===== config.mk =====
export PLATFORM = sky130hd
export DESIGN_NAME = blrf_ctrl
export DESIGN_NICKNAME = d
export VERILOG_FILES = /design/src/sv/blrf_pkg.sv /design/src/sv/blrf_ctrl.sv
export SDC_FILE = /design/constraint.sdc
export NUM_CORES = 1
export LEC_CHECK = 0
export ABC_CLOCK_PERIOD_IN_PS = 1600
export BUFFER_PORTS_ARGS = -buffer_cell sky130_fd_sc_hd__buf_2
export CORE_MARGIN = 5
export CORE_UTILIZATION = 40
export DETAILED_ROUTE_END_ITERATION = 16
export GPL_TIMING_DRIVEN = 1
export HOLD_SLACK_MARGIN = 0.02
export MAX_ROUTING_LAYER = met4
export PLACE_DENSITY = 0.67
export SYNTH_ARGS = -nofsm -noshare
export SYNTH_HDL_FRONTEND = slang
export SYNTH_SLANG_ARGS = --single-unit

===== constraint.sdc =====
create_clock -name clk -period 1.6 [get_ports clk]
set_input_delay 0.08 -clock clk [delete_from_list [all_inputs] [get_ports clk]]
set_output_delay 0.08 -clock clk [all_outputs]
set_load 0.02 [all_outputs]

===== src/sv/blrf_pkg.sv =====
// Shared types and constants for the line rasterizer and its frame store.
`default_nettype none
package blrf_pkg;

  // Operation codes carried by func and echoed on op_done
  typedef enum logic [1:0] {
    FN_LINE = 2'd0,
    FN_FILL = 2'd1,
    FN_READ = 2'd2,
    FN_NOP  = 2'd3
  } func_t;

  localparam logic [7:0] PIX_MSB   = 8'h80;
  localparam logic [7:0] FILL_BYTE = 8'hFF;

  // Controller to datapath commands
  typedef struct packed {
    logic load;
    logic sweep;
    logic step;
    logic rd;
    logic result;
  } blrf_cmd_t;

  // Datapath to controller status
  typedef struct packed {
    logic sweep_last;
    logic at_end;
    logic wb_pend;
  } blrf_sts_t;

endpackage
`default_nettype wire


===== src/sv/blrf_ctrl.sv =====
// Controller: sequences clearing pass, line walk, fill, read and result hand-off.
`default_nettype none
module blrf_ctrl (
  input  wire logic                clk,
  input  wire logic                rst_n,
  input  wire logic                in_valid,
  output logic                     in_ready,
  input  wire logic [1:0]          in_func,
  output logic                     out_valid,
  input  wire logic                out_ready,
  output blrf_pkg::blrf_cmd_t      cmd,
  input  wire blrf_pkg::blrf_sts_t sts
);

  typedef enum logic [6:0] {
    S_CLEAR = 7'b0000001,
    S_IDLE  = 7'b0000010,
    S_LINE  = 7'b0000100,
    S_DRAIN = 7'b0001000,
    S_FILL  = 7'b0010000,
    S_READ  = 7'b0100000,
    S_DONE  = 7'b1000000
  } state_t;

  state_t state_r, state_nxt;
  logic   out_valid_r, out_valid_nxt;

  always_comb begin
    state_nxt = state_r;
    cmd       = '0;
    in_ready  = 1'b0;
    case (state_r)
      S_CLEAR: begin
        cmd.sweep = 1'b1;
        if (sts.sweep_last) state_nxt = S_IDLE;
      end
      S_IDLE: begin
        in_ready = 1'b1;
        if (in_valid) begin
          cmd.load = 1'b1;
          case (in_func)
            blrf_pkg::FN_LINE: state_nxt = S_LINE;
            blrf_pkg::FN_FILL: state_nxt = S_FILL;
            blrf_pkg::FN_READ: state_nxt = S_READ;
            default:           state_nxt = S_DONE;
          endcase
        end
      end
      S_LINE: begin
        cmd.step = 1'b1;
        if (sts.at_end) state_nxt = S_DRAIN;
      end
      // let the last pixel's write-back land
      S_DRAIN: state_nxt = S_DONE;
      S_FILL: begin
        cmd.sweep = 1'b1;
        if (sts.sweep_last) state_nxt = S_DONE;
      end
      S_READ: begin
        cmd.rd    = 1'b1;
        state_nxt = S_DONE;
      end
      S_DONE: begin
        // hold until the output register is free
        if (!out_valid_r || out_ready) begin
          cmd.result = 1'b1;
          state_nxt  = S_IDLE;
        end
      end
      default: state_nxt = S_IDLE;
    endcase
  end

  always_comb begin
    out_valid_nxt = out_valid_r;
    if (cmd.result) begin
      out_valid_nxt = 1'b1;
    end else if (out_ready) begin
      out_valid_nxt = 1'b0;
    end
  end

  always_ff @(posedge clk) begin
    if (!rst_n) begin
      state_r     <= S_CLEAR;
      out_valid_r <= 1'b0;
    end else begin
      state_r     <= state_nxt;
      out_valid_r <= out_valid_nxt;
    end
  end

  assign out_valid = out_valid_r;

  a_no_reclear: assert property (@(posedge clk) disable iff (!rst_n)
    (state_r != S_CLEAR) |=> (state_r != S_CLEAR))
    else $error("clearing pass re-entered after reset");

  a_idle_no_pend: assert property (@(posedge clk) disable iff (!rst_n)
    (state_r == S_IDLE) |-> !sts.wb_pend)
    else $error("pixel write-back pending while idle");

  a_result_from_done: assert property (@(posedge clk) disable iff (!rst_n)
    $rose(out_valid_r) |-> $past(state_r == S_DONE))
    else $error("result raised outside of completion");

  a_fill_ends: assert property (@(posedge clk) disable iff (!rst_n)
    (state_r == S_FILL) && sts.sweep_last |=> (state_r == S_DONE))
    else $error("fill sweep did not finish at last byte");

endmodule
`default_nettype wire


---- After elaboration in Yosys (flattened, before gate mapping) ----
Cells that the tools add are included.
cells by class
  equal/unequal tests ..................... 14
  muxes and demuxes ....................... 17
  reduce and logical (&&, ||, !) cells .... 7
operator list
  kind                                                              count
  7-bit case mux with 6 select lines                                1
  7-bit 2-to-1 mux                                                  5
  7-bit case mux with 3 select lines                                1
  1-bit 2-to-1 mux                                                  10
  2-bit != test (second input constant)                             5
  7-bit by 1-bit == test with 1-bit output (second input constant)  1
  7-bit by 2-bit == test with 1-bit output (second input constant)  1
  7-bit by 3-bit == test with 1-bit output (second input constant)  1
  7-bit by 4-bit == test with 1-bit output (second input constant)  1
  7-bit by 5-bit == test with 1-bit output (second input constant)  1
  7-bit by 6-bit == test with 1-bit output (second input constant)  1
  7-bit == test (second input constant)                             1
  5-bit AND reduction                                               1
  2-bit OR reduction                                                2
  2-bit by 1-bit == test with 1-bit output (second input constant)  1
  2-bit == test (second input constant)                             1
  2-bit zero test                                                   1
  2-bit nonzero test                                                1
  1-bit zero test                                                   1
  1-bit logical OR                                                  1
word-level totals
  register bits after elaboration ......... 8
  output and inout port bits .............. 7
  logic and storage cells ................. 40

---- Depth between registers and ports, before layout ----
  depth after elaboration ................. 5
  depth in mapped cells ................... 5

---- Worst setup path before layout ----
Ideal clock, no wire load.
  kind .................................... reg-to-reg
  start ................................... register state_r[3]
  end ..................................... register state_r[1]
  setup time .............................. 0.116 ns
  arrival ................................. 1.683 ns
  data required time ...................... 1.484 ns
  setup slack ............................. -0.199 ns
  stages on the path, launching flop included .. 6
  path buffers ............................ 1
  cells stage by stage .................... dfxtp_1 -> buf_6 -> or4_4 -> nor4b_4 -> a21oi_1 -> and4_1
on the way
  cells in the longest elaborated chain, start to end .. 3
RTL lines
  what                                                                              line             source
  start: declaration                                                                blrf_ctrl.sv:25  state_t state_r, state_nxt;
  start signal: assignment                                                          blrf_ctrl.sv:88  state_r <= state_nxt;
  7-bit by 6-bit == test with 1-bit output (tied with other cells)                  blrf_ctrl.sv:32  case (state_r)
  2-bit OR reduction (no source line) / 2-bit != test (equally long branches)       -
  7-bit case mux with 6 select lines / 5-bit AND reduction (equally long branches)  -
Parallel ways exist; a longest one is shown, timed or not.
A chain may end at the register's enable or synchronous reset.

==> reports/qor.csv <==
metric;value;unit
worst_clock_skew;7.001;ps
grt_pass1_vias;629;
cts_tree;yes;
clk_pin_slew;50;ps
layout-drive-gt1-share;0.6667;
grt_max_degree;10;
finalSetupTns;-922.9;ps
synth_area_leaders;dfxtp_1, nor4b_4, nor2_1;
area_growth;68.40;%
syn_area;554.3;um^2
period_share;1.096;
status;finished, violations left;
irDropWorstVdd;0.4570;mV
vias;654;
powerDensity;595.4;mW/mm^2
setup_ws;-154.3;ps
hp-class;in2reg;
setup_violations;10;
synth.largest_area_cell;dfxtp_1;
wl_per_cell;16.22;um
cts_buffer_depth;2;
crit_type;reg2out;
yosysSeqAreaShare;0.2889;
finalMaxSlewViolations;0;
numCtsBuffers;3;
crit_required;1520;ps
drv_cap;0;
synth-seq-cells;8;
first_pass_iters;4;
ios;16;
drtIter0Drc;22;
power;0.0005558;W
grt_usage;0.1935;
routed_via_density;5.590;
syn-instance-count;60;
wirelength;1.898;mm
endpoint_kind;output port;
max-slew-margin-rel;0.7536;
ys_types;35;
h-tree-depth;1;
grt_pass1_wl;2.822;mm
start_kind;flop;
async_reset_ff_frac;0;
drc;0;
yosys_warnings;0;
dieHeight;47.23;um
utilization;0.7173;
leakage;0.4225;nW
hold_viol;0;
antenna_cells;0;
fmax;570.0;MHz
synth_edf_count;0;
port_buffers;14;
critPathMaxFanout;3;
fin_area;933.4;um^2
holdPathStages;2;
crit_arrival;1670;ps
rsz0062_at_grt;yes;
rows;13;
ant_nets;0;
period_needed;1754;ps
placed_cell_area;734.5;um^2
core_region_area;0.001301;mm^2
ys.flop_type;dfxtp_1;
globalplace.congestion;0.8477;
violations;negative setup slack;
r2r_slack;-150;ps
worst_slew_pin_slew;367.0;ps
cts_sinks;8;
rr_worst_depth;6;
netlist.area_leader.share;0.2889;
synth_most_common_cell;dfxtp_1;
crit_path_start;state_r[3];
clk_latency;260;ps
synthTopCellsByCount;dfxtp_1, nor2_1;
antenna_found_initial;0;
start_util;0.4260;
place_hpwl;1.190;mm
worstHoldStart;rst_n;
min_to;state_r[0];
worstReg2RegEnd;state_r[1];
syn_nets;69;
cts_root_buf;clkbuf_4;
avgSynthCellArea;9.238;um^2
die_x;47.23;um
overflow;0;
rr_startpoint;state_r[3];
nets;113;
die_area;0.002230;mm^2
-- where the power goes --
part / switching (W) / internal (W) / total (W)
registers: 0.0000125 / 0.000209 / 0.000221
clock network: 0.0000661 / 0.0000856 / 0.000152
logic: 0.0000838 / 0.0000991 / 0.000183
total: 0.000162 / 0.000393 / 0.000556
-- worst max path at each step --
stage                       to  slack (ps)  cells past startpoint
floorplan           state_r[1]         -70                      4
global placement    state_r[6]         -40                      5
detailed placement  state_r[1]         -70                      4
CTS                     cmd[0]        -150                      4
global route            cmd[2]        -230                      4
finish                  cmd[2]        -150                      4
-- layout make-up --
class,instances,area [um^2]
clock buffer,3,22.52
multi-input combinational,47,405.4
tap,15,18.77
inverter,3,11.26
sequential,8,171.4
timing repair buffer,41,304.0
fill,89,367.9
-- timing repair --
action                     CTS  global route
pin swaps                    7             4
setup endpoints to repair   10            14
resized for setup            9            15
hold buffers                 0             0
setup buffers                9             4
-- layout by cell type (no fill, tap or decap), drive strengths merged, types with 2 or more instances in the layout --
| master | instances |
|---|---|
| buf | 41 |
| dfxtp | 8 |
| nor2 | 6 |
| and3 | 3 |
| clkbuf | 3 |
| nor3 | 3 |
| o21ai | 3 |
| inv | 3 |
| a21oi | 3 |
| or4 | 2 |
| nor4b | 2 |
| and4 | 2 |
| nand2 | 2 |
| nor4 | 2 |
-- critical path, cell delays in order, from the launching register on --
cell,delay (ps)
dfxtp_2,320
or4_4,540
buf_4,160
nor4b_4,220
buf_4,190
-- routing by layer --
| metal | GRT usage | vias to the layer above | wire length, um |
|---|---|---|---|
| met4 | 0.1160 | 0 | 38 |
| met5 | - | - | 0 |
| met3 | 0.06130 | 4 | 103 |
| met2 | 0.2968 | 30 | 961 |
| li1 | - | 311 | - |
| met1 | 0.2159 | 309 | 794 |
-- state kept, by name, indices dropped and copies added, names as in the netlist --
signal / flops
state_r: 7
out_valid: 1
-- per-stage QoR --
step	worst slack, ps	std cells	hold WS (ps)
after floorplan	-67.42	60	141.9
after global placement	-43.73	101	301.5
after detailed placement	-69.03	101	300.8
after CTS	-146.4	113	41.26
after global routing	-229.3	117	53.17
final	-154.3	117	48.00
-- kinds of logic (layout without fill, tap and decap cells) --
logic type / count (synthesis) / count (layout) / synth area share
buffers and inverters: 5 / 47 / 0.05418
muxes: 1 / 1 / 0.02031
DFF: 8 / 8 / 0.2889
xor gates and xnor gates: 2 / 2 / 0.03161
and+or+nand+nor: 33 / 33 / 0.4560
AOI/OAI and AO/OA: 11 / 11 / 0.1490
Power figures use the tool's default switching activity.
